--- src/rtl/core/ope_pkg.sv ---
package ope_pkg;

	// fixed field widths
	localparam int CODE_W     = 16;
	localparam int ORD_W      = 4;
	localparam int DLY_CFG_W  = 5;
	localparam int CFG_DATA_W = 5;
	localparam int CFG_IDX_W  = 1;

	// configuration register indexes
	localparam logic [CFG_IDX_W-1:0] REG_EMBED_ORDER = 1'b0;
	localparam logic [CFG_IDX_W-1:0] REG_EMBED_DELAY = 1'b1;

	// configuration reset values
	localparam logic [ORD_W-1:0]     ORDER_RST = 4'd3;
	localparam logic [DLY_CFG_W-1:0] DELAY_RST = 5'd1;

	// window queue between front and back
	localparam int QUEUE_DEPTH = 4;
	localparam int QPTR_W      = $clog2(QUEUE_DEPTH);
	localparam int QCNT_W      = $clog2(QUEUE_DEPTH + 1);

	// factorial weights of the lehmer code
	localparam logic [CODE_W-1:0] FACT_TAB [8] = '{
		16'd1, 16'd1, 16'd2, 16'd6, 16'd24, 16'd120, 16'd720, 16'd5040
	};

	typedef struct packed {
		logic              empty;
		logic [QCNT_W-1:0] count;
	} q_stat_t;

endpackage

--- src/rtl/core/ope_back.sv ---
module ope_back #(
	parameter int MAX_ORDER   = 8,
	parameter int SAMPLE_BITS = 16
) (
	input  logic                                  clk,
	input  logic                                  arst_n,
	input  ope_pkg::q_stat_t                      q_stat,
	input  logic [MAX_ORDER-1:0][SAMPLE_BITS-1:0] q_win,
	input  logic [ope_pkg::ORD_W-1:0]             q_ord,
	output logic                                  q_pop,
	output logic                                  code_valid,
	output logic [ope_pkg::CODE_W-1:0]            pattern_code,
	input  logic                                  code_stall
);
	import ope_pkg::*;

	localparam int CW = $clog2(MAX_ORDER);

	logic [CW-1:0]     cnt_c  [MAX_ORDER];
	logic [CW-1:0]     cnt_s2 [MAX_ORDER];
	logic              v_s2;
	logic              code_valid_q;
	logic [CODE_W-1:0] pattern_code_q;
	logic [CODE_W-1:0] code_c;
	logic              o_rdy;
	logic              b_rdy;

	// stage advance
	assign o_rdy = !code_valid_q || !code_stall;
	assign b_rdy = !v_s2 || o_rdy;
	assign q_pop = !q_stat.empty && b_rdy;

	// tap a counts newer taps holding a smaller sample, masked beyond the order
	always_comb begin
		for (int a = 0; a < MAX_ORDER; a++) begin
			cnt_c[a] = '0;
			for (int b = 0; b < a; b++) begin
				if ($signed(q_win[b]) < $signed(q_win[a]))
					cnt_c[a] = cnt_c[a] + CW'(1);
			end
			if (!(ORD_W'(a) < q_ord))
				cnt_c[a] = '0;
		end
	end

	// factorial weighted sum
	always_comb begin
		code_c = '0;
		for (int a = 1; a < MAX_ORDER; a++)
			code_c = code_c + CODE_W'(CODE_W'(cnt_s2[a]) * FACT_TAB[a]);
	end

	// valid flags
	always_ff @(posedge clk or negedge arst_n) begin
		if (!arst_n) begin
			v_s2         <= 1'b0;
			code_valid_q <= 1'b0;
		end else begin
			if (b_rdy)
				v_s2 <= q_pop;
			if (o_rdy)
				code_valid_q <= v_s2;
		end
	end

	// payload registers
	always_ff @(posedge clk) begin
		if (q_pop)
			cnt_s2 <= cnt_c;
		if (o_rdy && v_s2)
			pattern_code_q <= code_c;
	end

	assign code_valid   = code_valid_q;
	assign pattern_code = pattern_code_q;

endmodule

--- config.mk ---
export PLATFORM = sky130hd
export DESIGN_NAME = ope_back
export DESIGN_NICKNAME = d
export VERILOG_FILES = /design/src/rtl/core/ope_pkg.sv /design/src/rtl/core/ope_back.sv
export SDC_FILE = /design/constraint.sdc
export NUM_CORES = 1
export LEC_CHECK = 0
export ABC_AREA = 1
export BUFFER_PORTS_ARGS = -buffer_cell sky130_fd_sc_hd__buf_2
export CORE_MARGIN = 2
export CORE_UTILIZATION = 35
export CTS_BUF_LIST = sky130_fd_sc_hd__clkbuf_2
export DETAILED_ROUTE_END_ITERATION = 8
export GPL_TIMING_DRIVEN = 0
export HOLD_SLACK_MARGIN = 0.08
export PLACE_DENSITY = 0.62
export SYNTH_ARGS = -nofsm -noshare
export SYNTH_HDL_FRONTEND = slang
export SYNTH_SLANG_ARGS = --single-unit
--- constraint.sdc ---
create_clock -name clk -period 5.59 [get_ports clk]
set_clock_uncertainty 0.2 [all_clocks]
set_input_delay 0.8385 -clock clk [delete_from_list [all_inputs] [get_ports clk]]
set_output_delay 0.8385 -clock clk [all_outputs]
set_load 0.02 [all_outputs]
**Word-level counts from Yosys, hierarchy flattened**

Cells that the tools add are included.
Widths: inputs -> output; s select.

- Flip-flop bits (word level): 39
- Latch bits: 0
- RAM bits: 0
- Memory bits (read-only): 0
- Bits of input ports: 139
- Output and inout bits: 18
- Logic and storage cells: 113
- Memories: 0

- Add/subtract/negate cells: 27
- Multipliers: 5
- Div/mod/pow operators: 0
- Order comparisons: 35
- Equal/unequal tests: 0
- Shift operators: 0
- Multiplexer cells: 28
- Bitwise logic cells: 0
- Reduce and logical (&&, ||, !) cells: 8

Operators by type and width:

| cell | number |
|---|---|
| $lt 16x16->1 | 28 |
| $add 3x1->3 const B | 21 |
| $mux 3 | 21 |
| $add 14x16->16 | 1 |
| $lt 3x4->1 const A | 4 |
| $add 11x13->14 | 1 |
| $mul 3x9->12 const B | 1 |
| $add 9x10->11 | 1 |
| $mul 3x2->5 const B | 2 |
| $add 7x8->9 | 1 |
| $mul 3x6->9 const B | 1 |
| $lt 2x4->1 const A | 2 |
| $add 5x6->7 | 1 |
| $mul 3x4->7 const B | 1 |
| $mux 1 | 7 |
| $add 3x4->5 | 1 |
| $logic_not 1->1 | 4 |
| $lt 1x4->1 const A | 1 |
| $logic_and 1x1->1 | 2 |
| $logic_or 1x1->1 | 2 |

**Depth between registers and ports, before layout**

- Depth after elaboration: 14
- Gate-level depth with buffers: 34
- Mapped depth without buffers: 34

**Worst setup path before layout**

Ideal clock, no wire load.

- Kind: register to register
- Start point: register cnt_s2[7] in the netlist's numbering
- End point: register pattern_code_q[14] (netlist: pattern_code[14]) (data pin)
- Library setup time: 257 ps
- Arrival: 4573 ps
- Data required time: 5133 ps
- Setup slack: 560 ps
- Cell stages (with the launch flop): 24
- Buffers on the path: 0
- Clock period less this slack: 5030 ps
- Path through: edfxtp_1 inv_1 fa_1 inv_1 nand2_1 fa_1 xnor2_1 fa_1 inv_1 fa_1 inv_1 ha_1 ha_1 a21oi_1 a21oi_1 o21ai_0 nand2_1 nand2_1 nand2_1 a21oi_1 nor2_1 o21ai_0 nand2_1 xor2_1

- Word-level cells in the longest chain between the ends: 4

Ends and longest elaborated chain:

| what | line | RTL |
|---|---|---|
| start, declared | ope_back.sv:20 | `logic [CW-1:0] cnt_s2 [MAX_ORDER];` |
| start signal, assigned | ope_back.sv:69 | `cnt_s2 <= cnt_c;` |
| $mul 3x4->7 | ope_back.sv:50 | `code_c = code_c + CODE_W'(CODE_W'(cnt_s2[a]) * FACT_TAB[a]);` |
| $add 9x10->11 | ope_back.sv:50 |  |
| $add 11x13->14 | ope_back.sv:50 |  |
| $add 14x16->16 | ope_back.sv:50 |  |
| net code_c[14] | ope_back.sv:24 | `logic [CODE_W-1:0] code_c;` |
| end signal, assigned | ope_back.sv:71 | `pattern_code_q <= code_c;` |
| end, declared | ope_back.sv:23 | `logic [CODE_W-1:0] pattern_code_q;` |

The timed path passes the listed nets, and every way through them passes these cells.
A chain may end at the register's enable or synchronous reset.

**Final worst setup path**

- Start point: register cnt_s2[8] in the netlist's numbering
- End point: register pattern_code_q[14] (netlist: pattern_code[14]) (data pin)

The elaborated chain is that of the path after synthesis.

==> run metrics <==
status=completed; DR DRC count=0; Flop pwr share=0.135; Post-synth top cells=ha_1 (500), inv_1 (321), nand2_1 (313); final net count=2687; layout cells sized above 1=0.0968; cells taking the most area after synthesis=ha_1 (45%), a21oi_1 (8.7%), inv_1 (8.6%); Pleak=8.76 nW; area leader, netlist=ha_1; Arrival @ worst endpoint=5.18 ns; Yosys reg bits=36; Hold Fails Final Rpt=0; first-pass GRT wire length=66.2 mm; most frequent cell after synthesis=ha_1; sw frac=0.512; critical path endpoint category=register; setup violators final=0; Mapped Nets=2524; min Tclk post-route=5.22 ns; ANT nets after route=0; PD cells=309 nW/um^2; Seq. cell area=1070 sq um; area of the die=41600 sq um; worst slack at placement=-0.190 ns; crit-path max FO=4; Slew @ Worst Pin=0.733 ns; Mapped Cells=1861; routed via count=13000; filler cell count=4099; CTS tree=done; crit path capture=pattern_code[14]$_DFFE_PP_; drt pass-1 iters=5; Int Power=2.34 mW; CP required=5.55 ns; Async SR Flop Fraction=0.0556; Comb pwr share=0.840; Multi-input gate area=11700 sq um; Max Cap Viol=0; worst setup margin=0.371 ns; routed len/inst=16.4 um; IO buf count=152; Clk network pwr share=0.024; number of synthesized flops with an enable pin=34; largest net degree at the start of global routing=20; CTS Buffer Depth=2; Die Ht=204 um; synth warn=0; Reg2Reg Depth=23; critical path startpoint=cnt_s2[8]$_SDFFCE_PP0P_; clk slew on worst S/H paths=0.18 ns; Setup TNS Final=0 ns; Hold Startpoint=cnt_s2[18]$_SDFFCE_PP0P_; Hold WC Path Type=reg -> reg; DPL Wire Length=37.2 mm; grt total ovfl=0; area fraction of the dominant cell type after synthesis=0.447; crit path kind=reg -> reg; Max Slew Vio Count=0; Worst setup SP type=register; FP Rows=73; NetSw=2.45 mW; syn avg cell area=7.51 sq um; vias in the first global route=12700; I/O pins=157; post-synth cell types=43; H-tree depth=2; r2r startpoint=cnt_s2[8]$_SDFFCE_PP0P_; period utilization=0.934; RD Place Congestion=0.959; initial antenna violation count=6; core area=39500 sq um; clock tree root buffer cell=clkbuf_2; final WL=41.7 mm; Initial Util=0.354; fmax=192 MHz; Avg Vias per Cell=5.10; total track usage=0.201; sequential-to-total area share from yosys stat=0.0766; initial DRC count=649; reg-to-reg setup timing slack=0.37 ns; total power=4.79 mW; cts bufs inserted=5; Slew Limit Headroom=0.511; Top FF cell, synth=edfxtp_1; Max rail drop VDD=527 uV; synth-to-layout area growth=11.0%; R2R Path End=pattern_code[14]$_DFFE_PP_; synthesized area=14000 sq um; clock sink count=36; Die X=204 um; final core utilization=0.392; Clk Latency, worst-skew pair=0.39 ns
## power by group through the flow
stage	logic (mW)	clock network (mW)	registers, mW
finish	4.02	0.115	0.649
global route	4.74	0.134	0.659
CTS	3.89	0.124	0.651
detailed placement	3.85	0	0.658
global placement	3.74	0	0.657
floorplan	2.92	0	0.725
## placed cells by master, fill, tap and decap left out, types with 17 or more instances in the layout
cell      count
a21oi_1     240
nor3_1       25
ha_1        497
buf_2       152
o21ai_0      66
o31ai_1      17
edfxtp_1     34
nand2_1     313
o211ai_1     31
inv_1       318
nand3_1      83
xor2_1       33
nor2_1       60
fa_1         23
## cells by family (layout without fill, tap and decap cells)
group | Yosys count | in the layout | share of synthesized area
buffers and inverters | 324 | 488 | 0.0872
DFF | 36 | 36 | 0.0766
other | 0 | 2 | 0
xor gates and xnor gates | 45 | 45 | 0.0287
adders and majority gates | 524 | 524 | 0.482
and+or+nand+nor | 525 | 525 | 0.162
AOI/OAI and AO/OA | 407 | 407 | 0.164
## worst max-delay path, stage by stage (launching register included)
cell,delay (ns)
edfxtp_1,0.50
inv_1,0.11
fa_2,0.47
inv_1,0.11
nand2_1,0.08
fa_1,0.41
xnor2_1,0.17
fa_1,0.51
inv_1,0.05
fa_1,0.53
inv_1,0.04
ha_1,0.29
ha_2,0.32
a21oi_2,0.16
a21oi_1,0.07
o21ai_0,0.15
nand2_1,0.10
nand2_1,0.07
nand2_1,0.06
a21oi_2,0.16
nor2_1,0.05
o21ai_0,0.15
nand2_1,0.08
xor2_1,0.14
## registers in the layout, indices dropped and copies added, names as in the netlist
signal        cells
v_s2              1
pattern_code     16
cnt_s2           18
code_valid        1
## metrics by stage
stage	hold WS, ns	std cells	cell area (sq um)
final	0.266	2552	15500
after global routing	0.287	2550	15500
after CTS	0.252	2547	15400
after detailed placement	0.236	2538	15400
after global placement	0.246	2538	15400
after floorplan	0.200	1861	14000
## cell type report
class	count	area share
multi-input cells	1501	0.756
inverters	323	0.0784
flip-flops and latches	36	0.0690
repair buffers	156	0.0514
well taps	525	0.0423
clock buffers	6	0.00194
clock inverters	2	0.000484
plain buffers	1	0.000484
diodes	2	0.000323
## how the worst min path moves through the flow
stage,endpoint,slack [ns],cells past startpoint
after CTS,pattern_code[0]$_DFFE_PP_,0.25,0
after global placement,pattern_code[0]$_DFFE_PP_,0.25,0
after global routing,pattern_code[0]$_DFFE_PP_,0.29,0
after floorplan,pattern_code[0]$_DFFE_PP_,0.20,0
after detailed placement,pattern_code[0]$_DFFE_PP_,0.24,0
final,pattern_code[0]$_DFFE_PP_,0.27,0
## repair_timing
action / 4_1_cts / 5_1_grt
hold endpoints to repair: 2 / 0
buffers inserted: 0 / 2
hold buffers: 1 / 0
endpoints found under the setup margin: 0 / 4
resized for setup: 0 / 11
## metal layers
layer,vias to the layer above,part of all wire,GRT usage
met5,-,0.0012,0
li1,6778,-,-
met2,261,0.48,0.363
met3,77,0.040,0.0198
met1,5903,0.44,0.248
met4,8,0.035,0.0699
No activity file was read; power rests on OpenSTA's default activity.
