## config.mk

```make
export PLATFORM = sky130hd
export DESIGN_NAME = ope_queue
export DESIGN_NICKNAME = d
export VERILOG_FILES = /design/src/rtl/core/ope_pkg.sv /design/src/rtl/core/ope_queue.sv
export SDC_FILE = /design/constraint.sdc
export NUM_CORES = 1
export LEC_CHECK = 0
export BUFFER_PORTS_ARGS = -buffer_cell sky130_fd_sc_hd__buf_2
export CORE_MARGIN = 2
export CORE_UTILIZATION = 45
export CTS_CLUSTER_DIAMETER = 50
export DETAILED_ROUTE_END_ITERATION = 7
export HOLD_SLACK_MARGIN = 0.15
export PLACE_DENSITY_LB_ADDON = 0.08
export SYNTH_ARGS = -nofsm -noshare
export SYNTH_HDL_FRONTEND = slang
export SYNTH_SLANG_ARGS = --single-unit
```

## constraint.sdc

```tcl
create_clock -name clk -period 6.4 [get_ports clk]
set_input_delay 0.96 -clock clk [delete_from_list [all_inputs] [get_ports clk]]
set_output_delay 0.96 -clock clk [all_outputs]
set_load 0.02 [all_outputs]
```

## src/rtl/core/ope_pkg.sv

```systemverilog
package ope_pkg;

	// fixed field widths
	localparam int CODE_W     = 16;
	localparam int ORD_W      = 4;
	localparam int DLY_CFG_W  = 5;
	localparam int CFG_DATA_W = 5;
	localparam int CFG_IDX_W  = 1;

	// configuration register indexes
	localparam logic [CFG_IDX_W-1:0] REG_EMBED_ORDER = 1'b0;
	localparam logic [CFG_IDX_W-1:0] REG_EMBED_DELAY = 1'b1;

	// configuration reset values
	localparam logic [ORD_W-1:0]     ORDER_RST = 4'd3;
	localparam logic [DLY_CFG_W-1:0] DELAY_RST = 5'd1;

	// window queue between front and back
	localparam int QUEUE_DEPTH = 4;
	localparam int QPTR_W      = $clog2(QUEUE_DEPTH);
	localparam int QCNT_W      = $clog2(QUEUE_DEPTH + 1);

	// factorial weights of the lehmer code
	localparam logic [CODE_W-1:0] FACT_TAB [8] = '{
		16'd1, 16'd1, 16'd2, 16'd6, 16'd24, 16'd120, 16'd720, 16'd5040
	};

	typedef struct packed {
		logic              empty;
		logic [QCNT_W-1:0] count;
	} q_stat_t;

endpackage

```

## src/rtl/core/ope_queue.sv

```systemverilog
module ope_queue #(
	parameter int WIDTH = 132
) (
	input  logic             clk,
	input  logic             arst_n,
	input  logic             push,
	input  logic [WIDTH-1:0] din,
	input  logic             pop,
	output logic [WIDTH-1:0] dout,
	output ope_pkg::q_stat_t stat
);
	import ope_pkg::*;

	logic [WIDTH-1:0]  buf_q [QUEUE_DEPTH];
	logic [QPTR_W-1:0] wr_ptr_q;
	logic [QPTR_W-1:0] rd_ptr_q;
	logic [QCNT_W-1:0] cnt_q;

	// pointers and fill level
	always_ff @(posedge clk or negedge arst_n) begin
		if (!arst_n) begin
			wr_ptr_q <= '0;
			rd_ptr_q <= '0;
			cnt_q    <= '0;
		end else begin
			if (push)
				wr_ptr_q <= wr_ptr_q + QPTR_W'(1);
			if (pop)
				rd_ptr_q <= rd_ptr_q + QPTR_W'(1);
			if (push && !pop)
				cnt_q <= cnt_q + QCNT_W'(1);
			else if (pop && !push)
				cnt_q <= cnt_q - QCNT_W'(1);
		end
	end

	// entry storage
	always_ff @(posedge clk) begin
		if (push)
			buf_q[wr_ptr_q] <= din;
	end

	assign dout       = buf_q[rd_ptr_q];
	assign stat.empty = (cnt_q == '0);
	assign stat.count = cnt_q;

endmodule

```

# After elaboration in Yosys (flattened, before gate mapping)
# Memory sizes are Yosys's and may differ from the RTL's.
# Index checks and enable logic that the tools add are counted.
classes:
  add_sub_neg: 4
  muxes: 4
  n_reduce_logical: 6
op_table:
  columns: ["op", "n"]
  rows:
  - ["2-to-1 mux 3 bit", 2]
  - ["adder 2 x 1 -> 2 bit, second input constant", 2]
  - ["adder 3 x 1 -> 3 bit, second input constant", 1]
  - ["zero test 3 bit", 1]
  - ["subtractor 3 x 1 -> 3 bit, second input constant", 1]
  - ["logical AND 1 bit", 2]
  - ["zero test 1 bit", 2]
  - ["2-to-1 mux 1 bit", 2]
  - ["nonzero test 2 bit", 1]
totals:
  ff_bits: 7
  mem_bits_rw: 528
  inputBits: 136
  output_inout_bits: 136
  word_cells: 18
  mem_count: 1
mem_list:
  columns: ["name", "words", "word_bits", "rd", "rd_clocked_by_memory_dff", "wr", "line", "rtl"]
  rows:
  - ["buf_q", 4, 132, 1, 0, 1, "ope_queue.sv:14", "logic [WIDTH-1:0] buf_q [QUEUE_DEPTH];"]

# Depth between registers and ports, before layout
# Gate-level depths: netlist of the first run.
logic_depth:
  depth_word: 4
  mapped_depth: 7
  mapped_depth_nobuf: 7

# Worst setup path before layout of the first run
# Ideal clock, no wire load.
synth_timing:
  path_kind: "input to register"
  start: "in push"
  end: "mem buf_q[0][0], enable pin"
  setup_time_ns: 0.506
  t_arrival_ns: 3.982
  required_time_ns: 5.894
  slack_ns: 1.912
  stages: 1
  n_path_buf: 0
  path_cell_list: "and2_1"
synth_between:
  elab_chain_len: 2
synth_rtl:
  columns: ["element", "line", "rtl"]
  rows:
  - ["start, declared", "ope_queue.sv:6", "input logic push,"]
  - ["2-to-1 mux 1 bit", "ope_queue.sv:39", "if (push)"]
  - ["2-to-1 mux 1 bit (implied by the code)", "ope_queue.sv:40", "buf_q[wr_ptr_q] <= din;"]
  - ["end, declared", "ope_queue.sv:14", null]
# No other way between the ends.

# Worst setup path after layout of the first run
layout_timing:
  start: "reg rd_ptr_q[0]"
  end: "out dout[35]"
layout_between:
  elab_chain_len: 1
layout_rtl:
  columns: ["element", "line", "rtl"]
  rows:
  - ["start, declared", "ope_queue.sv:16", "logic [QPTR_W-1:0] rd_ptr_q;"]
  - ["start signal, assigned", "ope_queue.sv:29", "rd_ptr_q <= rd_ptr_q + QPTR_W'(1);"]
  - ["memory (4 x 132 bit)", null, null]
  - ["end, declared", "ope_queue.sv:9", "output logic [WIDTH-1:0] dout,"]
# No other way between the ends.

==> summary.md, run 1 <==
| Metric | Value |
|---|---|
| Met1 Wirelength | `15.6 mm` |
| Worst path cell trace | `buf_4 > mux4_2 > buf_2` |
| Die height | `212 µm` |
| Slew HR | `38.2%` |
| Buffers and inverters on the worst path | `2` |
| First drt pass iteration count | `5` |
| Full die area | `0.0448 mm²` |
| Area occupied by multi-input gates | `0.00318 mm²` |
| Fill cells | `3347` |
| Run status | `finished, final reports clean` |
| Setup Viol. Count Final | `0` |
| DIE WIDTH | `212 µm` |
| Via count | `8528` |
| Vias in the first global route | `8872` |
| CTS Sinks | `535` |
| Delay-heaviest family, CP | `flip-flops` |
| Syn-to-layout area delta | `19.8%` |
| Post-DP HPWL | `21.2 mm` |
| XOR/XNOR share of the synthesized area | `0.271%` |
| Max Clk Rate | `0.264 GHz` |
| Layout Cells excl Fill | `1629` |
| Max-cap viol count | `0` |
| Tmin final | `3.79 ns` |
| Mapped Cells | `723` |
| Crit path max fanout | `32` |
| Setup TNS | `0 ns` |
| Initial Utilization | `45.4%` |
| Mapped Area | `0.0194 mm²` |
| DRT antenna net count | `0` |
| DR WL/cell | `22.8 µm` |
| CP max-delay cell | `dfrtp_4` |
| Initial antenna violation count | `9` |
| Area after DPL | `0.0214 mm²` |
| Clk slew on worst S/H paths | `0.06 ns` |
| Clock Latency Late Sink | `0.59 ns` |
| Synth Area in Adders | `0.426%` |
| EDFF count, synth | `528` |
| Met2 wire length | `17.9 mm` |
| CTS tree | `yes` |
| # resized after CTS | `0` |
| Max incr delay on CP | `0.87 ns` |
| Worst Setup Start Kind | `flop` |
| Yosys top cell by area | `edfxtp_1` |
| Drt total wl | `37.2 mm` |
| CTS Root Cell | `clkbuf_16` |
| Syn_nets | `865` |
| Final Hold Vio Count | `0` |
| HP Class | `input port to async pin` |
| IO Pins | `272` |
| CP endpoint kind | `output pin` |
| Final period util | `59.2%` |
| Iter 0 DRT Violations | `572` |
| Grt total ovfl | `0` |
| Mapped Avg Cell Area | `26.8 µm²` |
| Cells after DPL | `1519` |
| I/O Buffers | `271` |
| Number of setup buffers added after CTS | `0` |
| Most frequent cell after synthesis | `edfxtp_1` |
| Via/cell ratio | `5.24` |
| Max IR drop VDD | `0.312 mV` |
| Post-synthesis sequential area ratio | `82.6%` |
| Worst-margin pin slew | `0.926 ns` |
| RSZ-0062 raised after global routing | `no` |
| Post-synthesis mux area share | `15.4%` |
| All-layer global routing usage | `16.7%` |
| Synth cell count leaders | `528 x edfxtp_1, 132 x mux4_2, 16 x buf_2` |
| Core ar. | `0.0428 mm²` |
| Post-synth top flop | `edfxtp_1` |
| Clk buf depth | `3` |
| Required @ worst endpoint | `5.44 ns` |
| H-tree levels | `2` |
| Async S/R FF share, synth | `1.31%` |
| Worst Clk Skew | `0.00983 ns` |
| Synth Warn # | `0` |
| Complex-gate fraction of the synthesized area | `0.0258%` |
| Fin area | `0.0233 mm²` |
| #FFs+latches synth | `535` |
| Ranking of synthesized cells by area | `edfxtp_1 82%, mux4_2 15%, dfrtp_1 0.90%` |
| DRC | `0` |
| Pleak | `7.92 nW` |
| Layout cells sized above 1 | `46.5%` |
| DR top layer | `met5` |
| DR WL met3 | `2.68 mm` |
| Main combinational cell family by area after synthesis | `multiplexers` |
| Simple-gate share of the synthesized area | `0.213%` |
| Count of different cell masters after synthesis | `18` |
| PD cells | `489 mW/mm²` |
| Global-route wire length before repair | `55.2 mm` |
| Inserted Clock Buffers | `58` |
| Worst Path Arrival | `2.83 ns` |
| Worst setup path class | `flop to output pin` |
| Final Max Slew Viols | `0` |
| Largest net degree at the start of global routing | `126` |
| Area share of the largest cell type after synthesis | `81.7%` |
| GPL Wtd Cong | `0.691` |
| Seq. cell area | `0.0160 mm²` |
| Post-CTS Hold Buffers | `0` |
| Num rows | `76` |
| Fin nets | `1175` |
## cell usage in the layout, fill, tap and decap left out
cell        synthesis  final
mux2_2              1      1
nor2_1              1      1
diode_2             0      4
and2_4              0      4
xnor2_1             2      2
ha_1                5      5
clkinv_4            0      1
nor3_1              1      1
inv_1               4      4
clkinv_2            0     11
buf_2              16    271
dfrtp_4             0      2
clkbuf_1            5      9
xor2_1              4      4
inv_6               0      2
edfxtp_1          528    528
buf_12              0      5
bufinv_16           0      4
buf_4               1      4
mux4_2            132    132
o21ai_0             1      1
fa_1                1      1
clkbuf_16           0     61
clkinvlp_4          0      4
clkinv_1            0     14
nand2_1             2      2
dfrtp_1             7      5
## metrics by stage
step                hold WS, ns  setup slack (ns)  util [%]  total power, mW
floorplan                 0.491              1.91         -             7.27
global placement          0.481              3.17      50.0             8.35
detailed placement        0.479              3.13      50.0             8.37
CTS                       0.164              2.49      54.3             11.6
global route              0.185              2.40      54.3             11.9
finish                    0.198              2.61      54.3             11.4
## cell families (layout without fill, tap and decap cells)
family / count (synthesis) / in the layout
adders and majority gates: 6 / 6
DFF: 535 / 535
other: 0 / 4
buffers and inverters: 34 / 390
AOI/OAI and AO/OA: 1 / 1
and+or+nand+nor: 8 / 8
xor gates and xnor gates: 6 / 6
muxes: 133 / 133
## power by group
part,switching [mW],internal [mW],total (mW)
combinational,2.05,1.35,3.39
sequential,0.201,4.59,4.79
clock,1.30,1.89,3.18
total,3.54,7.82,11.4
## area by class of cell
cell class | instances | area share, %
Clock buffer | 70 | 6.71
Antenna cell | 4 | 0.0430
Sequential cell | 535 | 69.0
Timing Repair Buffer | 280 | 6.39
Inverter | 4 | 0.0646
Tap cell | 546 | 2.94
Multi-Input combinational cell | 154 | 13.7
Clock inverter | 36 | 1.22
## per-layer routing
layer | global-route usage, % | up-vias
met3 | 5.34 | 72
li1 | - | 3765
met1 | 22.2 | 4461
met5 | 0 | -
met4 | 6.07 | 12
met2 | 26.2 | 218
## flip-flops by register name, indices dropped and copies added, names as in the netlist
register  flops
buf_q       528
wr_ptr_q      2
rd_ptr_q      2
cnt_q         3
## worst paths after layout
kind,startpoint,end,slack [ns],cells after the start
setup / recovery,rd_ptr_q[0],dout[35],2.61,3
hold / removal,arst_n,cnt_q[1],0.20,1
setup reg to reg,wr_ptr_q[0],buf_q[2][37],4.10,4
hold reg to reg,cnt_q[2],cnt_q[2],0.50,1
max in group asynchronous,arst_n,rd_ptr_q[0],6.00,1
min in group clk,cnt_q[2],cnt_q[2],0.50,1
Note: power is estimated with default switching activity, not from simulation.
==> inputs of run 2 (changes only) <==
Settings changed: ABC_AREA set to 1.
Clock period 6.4 ns to 3.7 ns, I/O delays scaled along.
==> run 2 against run 1 <==
Clock skew grew 0.0061 ns. Highest routed layer unchanged. Sequential share of layout area shrank 7.9 points. Clock power grew 72%. Global-route usage grew 1.9 points. First-iteration DRC count grew 48%. Sequential power grew 72%. Via count grew 49%. Die area grew 11%. Non-clock buffer count grew 133. Synthesized area grew 11%. Sequential cell count is the same.
==> summary.md, run 2 <==
| Metric | Value |
|---|---|
| Run status | `finished, final reports clean` |
| DRC | `0` |
| Largest net degree at the start of global routing | `133` |
| Die height | `223 µm` |
| GPL Wtd Cong | `0.738` |
| Max-cap viol count | `0` |
| Setup Viol. Count Final | `0` |
| Worst Clk Skew | `0.0159 ns` |
| Global-route wire length before repair | `71.7 mm` |
| Mapped Area | `0.0216 mm²` |
| Async S/R FF share, synth | `1.31%` |
| Post-DP HPWL | `25.5 mm` |
| Mapped Avg Cell Area | `13.6 µm²` |
| DR WL/cell | `17.5 µm` |
| DIE WIDTH | `223 µm` |
| #FFs+latches synth | `535` |
| Vias in the first global route | `12600` |
| IO Pins | `272` |
| Most frequent cell after synthesis | `edfxtp_1` |
| CTS tree | `yes` |
| Core ar. | `0.0475 mm²` |
| Full die area | `0.0497 mm²` |
| Fin area | `0.0263 mm²` |
| Post-synthesis sequential area ratio | `74.3%` |
| RSZ-0062 raised after global routing | `no` |
| Final core utilization | `55.3%` |
| Biggest regs | `buf_q x528, cnt_q x3` |
| Max reg flops | `528` |
| Crit path max fanout | `49` |
| Drt total wl | `46.1 mm` |
| Worst Path Arrival | `2.43 ns` |
| Mapped Cells | `1587` |
| First drt pass iteration count | `5` |
| Syn_nets | `1729` |
| Pleak | `10.5 nW` |
| Fin nets | `2114` |
| All-layer global routing usage | `18.7%` |
| Initial Utilization | `45.4%` |
| Clock Latency Late Sink | `0.61 ns` |
| Most frequent cells in the layout | `528 x edfxtp_1, 409 x nand2_1, 271 x inv_1, 271 x buf_2, 264 x o211ai_1` |
| Tmin final | `2.99 ns` |
| Via/cell ratio | `4.83` |
| Most common cell after layout, fill and taps aside | `edfxtp_1` |
| Num rows | `80` |
| Grt total ovfl | `0` |
| EDFF count, synth | `528` |
| PD cells | `818 mW/mm²` |
| HP Class | `input port to flop` |
| Area share of the largest cell type after synthesis | `73.5%` |
| Worst Setup Start Kind | `flop` |
| CTS Root Cell | `clkbuf_16` |
| Number of setup buffers added after CTS | `0` |
| Max Clk Rate | `0.334 GHz` |
| Yosys top cell by area | `edfxtp_1` |
| Layout cells sized above 1 | `18.7%` |
| Synth cell count leaders | `528 x edfxtp_1, 409 x nand2_1, 275 x inv_1` |
| Via count | `12700` |
| DRT antenna net count | `0` |
| Worst setup path class | `flop to output pin` |
| Ranking of synthesized cells by area | `edfxtp_1 73%, o211ai_1 9.2%, nand2_1 7.1%` |
| Register bank with the most flops | `buf_q` |
| CTS Sinks | `535` |
| Inserted Clock Buffers | `59` |
| Final Hold Vio Count | `0` |
| Post-synth top flop | `edfxtp_1` |
| Clk slew on worst S/H paths | `0.06 ns` |
| Worst-margin pin slew | `0.872 ns` |
| Required @ worst endpoint | `3.14 ns` |
| Max IR drop VDD | `0.693 mV` |
| Slew HR | `41.9%` |
| Count of different cell masters after synthesis | `19` |
| Area after DPL | `0.0232 mm²` |
| Initial antenna violation count | `7` |
| Clk buf depth | `3` |
| Final Max Slew Viols | `0` |
| CP endpoint kind | `output pin` |
| # resized after CTS | `0` |
| Synth Warn # | `0` |
| Syn-to-layout area delta | `21.8%` |
| H-tree levels | `2` |
| I/O Buffers | `271` |
| Final period util | `80.8%` |
| Setup TNS | `0 ns` |
| Iter 0 DRT Violations | `846` |
==> run 2: worst paths after layout <==
kind,from,endpoint,slack [ns],cells past startpoint
worst max-delay path,rd_ptr_q[0],dout[65],0.71,5
worst min-delay path,din[112],buf_q[0][112],0.19,1
worst max register to register,wr_ptr_q[0],buf_q[0][82],1.67,5
worst min register to register,wr_ptr_q[0],wr_ptr_q[0],0.53,1
max in group asynchronous,arst_n,rd_ptr_q[1],3.15,2
min in group asynchronous,arst_n,rd_ptr_q[0],0.35,2
==> run 2: critical path: stages, from the launching register on <==
cell	delay, ns
dfrtp_4	0.76
buf_12	0.30
buf_12	0.25
o211ai_1	0.17
nand2_1	0.13
buf_2	0.17
==> run 2: what timing repair did <==
action | CTS | global route
endpoints found under the hold margin | 493 | 0
endpoints found under the setup margin | 0 | 0
hold buffers | 124 | 0
==> run 2: final cells by class <==
| cell class | count | area, µm² |
|---|---|---|
| fill | 3924 | 21300 |
| multi-input combinational | 687 | 3660 |
| sequential | 535 | 16000 |
| timing repair buffer | 413 | 2950 |
| clock inverter | 33 | 239 |
| clock buffer | 71 | 1560 |
| inverter | 276 | 1050 |
| antenna | 5 | 12.5 |
| tap | 615 | 769 |
==> run 2: layer usage <==
metal / up-vias / GRT usage, % / wire length (µm)
met4: 4 / 5.46 / 885
met1: 6091 / 25.2 / 20700
met3: 67 / 3.85 / 2330
met5: - / 0 / 21
li1: 6320 / - / -
met2: 254 / 30.7 / 22200
==> run 2: power by group <==
group / internal (mW) / leakage (nW) / switching, mW
Combinational: 2.37 / 4.66 / 5.42
Clock: 3.19 / 0.884 / 2.27
Sequential: 7.93 / 4.93 / 0.322
==> run 2: stage by stage <==
step | hold slack, ns | power (mW) | std cells | setup slack [ns]
6_report | 0.190 | 21.5 | 2635 | 0.710
5_1_grt | 0.168 | 22.8 | 2634 | 0.550
4_1_cts | 0.151 | 21.9 | 2630 | 0.652
3_5_place_dp | 0.416 | 16.2 | 2402 | 1.31
3_3_place_gp | 0.413 | 16.2 | 2402 | 1.31
2_1_floorplan | 0.259 | 14.0 | 1587 | 0.539
==> run 2: logic make-up after synthesis <==
kind of cell             share of synthesized area (%)
AND/OR/NAND/NOR                                   7.19
adder cells (fa/ha/maj)                          0.383
buffers and inverters                             8.78
XOR/XNOR                                         0.162
AO/OA/AOI/OAI                                     9.21
flip-flops                                        74.3
==> inputs of run 3 (changes only) <==
Settings changed: ABC_AREA 1 to 0.
Clock period 3.7 ns to 2.97 ns, I/O delays scaled along.
==> run 3 against run 2 <==
Routed wire length is 17% lower. Largest power group unchanged. Critical endpoint is now dout[44]. Register-to-register slack worse by 0.63 ns. Combinational power is 0.5% lower. Global-route usage is 1.1 points lower. First-iteration DRC count is 47% lower. Largest cell class unchanged. Power is 16% higher.
==> summary.md, run 3 (same netlist as run 1, synthesis figures left out) <==
| Metric | Value |
|---|---|
| Run status | `finished, final reports clean` |
| Flop2flop setup slack | `1.04 ns` |
| Most frequent cells in the layout | `528 x edfxtp_1, 271 x buf_2, 135 x dlygate4sd3_1` |
| Final period util | `95.0%` |
| Num rows | `76` |
| Final Max Slew Viols | `0` |
| Slew HR | `60.9%` |
| Cells after DPL | `1530` |
| Iter 0 DRT Violations | `452` |
| Final core utilization | `57.9%` |
| Register bank with the most flops | `buf_q` |
| Full die area | `0.0448 mm²` |
| Biggest regs | `buf_q x528, cnt_q x3` |
| Required @ worst endpoint | `2.52 ns` |
| GPL Wtd Cong | `0.692` |
| Worst Clk Skew | `0.0205 ns` |
| Clock Latency Late Sink | `0.60 ns` |
| Sw frac | `31.0%` |
| Global-route wire length before repair | `58.6 mm` |
| Setup Viol. Count Final | `0` |
| Tmin final | `2.82 ns` |
| Post-DP HPWL | `22.8 mm` |
| CTS Sinks | `535` |
| Largest net degree at the start of global routing | `66` |
| Layout cells sized above 1 | `41.3%` |
| Crit path max fanout | `37` |
| Max IR drop VDD | `0.632 mV` |
| Inserted Clock Buffers | `57` |
| FF-to-FF End | `buf_q[2][61]` |
| Drt total wl | `38.4 mm` |
| Clk slew on worst S/H paths | `0.06 ns` |
| DR WL/cell | `21.6 µm` |
| Initial antenna violation count | `3` |
| Fin nets | `1320` |
| Psw | `7.72 mW` |
| CP endpoint kind | `output pin` |
| Grt total ovfl | `0` |
| Layout Cells excl Fill | `1774` |
| DIE WIDTH | `212 µm` |
| Area after DPL | `0.0216 mm²` |
| Worst-margin pin slew | `0.586 ns` |
| Via count | `9186` |
| Final Hold Vio Count | `0` |
| Max reg flops | `528` |
| Combinational Power Share | `31.1%` |
| All-layer global routing usage | `17.5%` |
| Vias in the first global route | `10100` |
| Internal power | `17.2 mW` |
| CTS Root Cell | `clkbuf_16` |
| Worst setup path class | `flop to output pin` |
| Reg2Reg Depth | `4` |
| Pleak | `8.57 nW` |
| Syn-to-layout area delta | `27.8%` |
| Max-cap viol count | `0` |
| DRC | `0` |
| PD cells | `1010 mW/mm²` |
| CTS tree | `yes` |
| First drt pass iteration count | `4` |
| Post-CTS Hold Buffers | `135` |
| H-tree levels | `2` |
| Via/cell ratio | `5.18` |
| IO Pins | `272` |
| Worst Setup Start Kind | `flop` |
| DRT antenna net count | `0` |
| Max Clk Rate | `0.354 GHz` |
| Most common cell after layout, fill and taps aside | `edfxtp_1` |
| Setup TNS | `0 ns` |
| I/O Buffers | `271` |
| RSZ-0062 raised after global routing | `no` |
| Core ar. | `0.0428 mm²` |
| Die height | `212 µm` |
| R2r startpoint | `wr_ptr_q[0]` |
| HP Class | `input port to async pin` |
| Clock power share | `27.7%` |
| # resized after CTS | `0` |
| Fin area | `0.0248 mm²` |
| Seq pwr share | `41.2%` |
| Clk buf depth | `3` |
| Worst Path Arrival | `2.38 ns` |
| Number of setup buffers added after CTS | `0` |
| Initial Utilization | `45.4%` |
==> run 3: changes by cell type in the layout (fill, tap and decap cells not counted), sizes merged, moves of 4 or more <==
cell and delta:
mux4 +132, and2 +4, clkinvlp -5, o211ai -264, inv -268, dlygate4sd3 +11, nand2 -407
==> run 3: cell type report <==
class | count | area [µm²]
inverter | 4 | 15.0
tap | 546 | 683
clock inverter | 34 | 315
clock buffer | 73 | 1530
sequential | 535 | 16000
timing repair buffer | 426 | 3030
antenna | 2 | 5.00
multi-input combinational | 154 | 3180
fill | 3150 | 18000
==> run 3: metal layers <==
metal  vias up  GRT usage [%]  routed length (µm)
met5         -              0                  16
met1      4805           22.8               15800
met2       244           29.0               19200
li1       4075              -                   -
met4         2           5.51                 799
met3        60           4.82                2560
==> run 3: critical path: stages (launching register included) <==
cell and delay [ns]:
dfrtp_4 0.61, buf_12 0.33, mux4_2 0.59, buf_2 0.18
==> run 3: how the worst max path moves through the flow <==
stage | end | start
after floorplan | buf_q[0][0] | wr_ptr_q[0]
after global placement | dout[51] | rd_ptr_q[0]
after detailed placement | dout[44] | rd_ptr_q[0]
after CTS | dout[44] | rd_ptr_q[0]
after global routing | dout[44] | rd_ptr_q[0]
final | dout[44] | rd_ptr_q[0]
==> run 3: power by group through the flow <==
stage / clock, mW / combinational (mW) / sequential, mW
2_1_floorplan: 0 / 5.25 / 10.3
3_3_place_gp: 0 / 7.81 / 10.4
3_5_place_dp: 0 / 7.80 / 10.4
4_1_cts: 7.09 / 7.97 / 10.3
5_1_grt: 7.39 / 8.29 / 10.4
6_report: 6.90 / 7.75 / 10.3
==> run 3: through the flow <==
stage / power, mW / hold WS (ns) / worst slack (ns)
floorplan: 15.6 / 0.150 / 0.285
global placement: 18.2 / 0.304 / 0.743
detailed placement: 18.2 / 0.300 / 0.709
CTS: 25.4 / 0.191 / 0.0549
global route: 26.1 / 0.223 / 0.0167
finish: 24.9 / 0.221 / 0.148
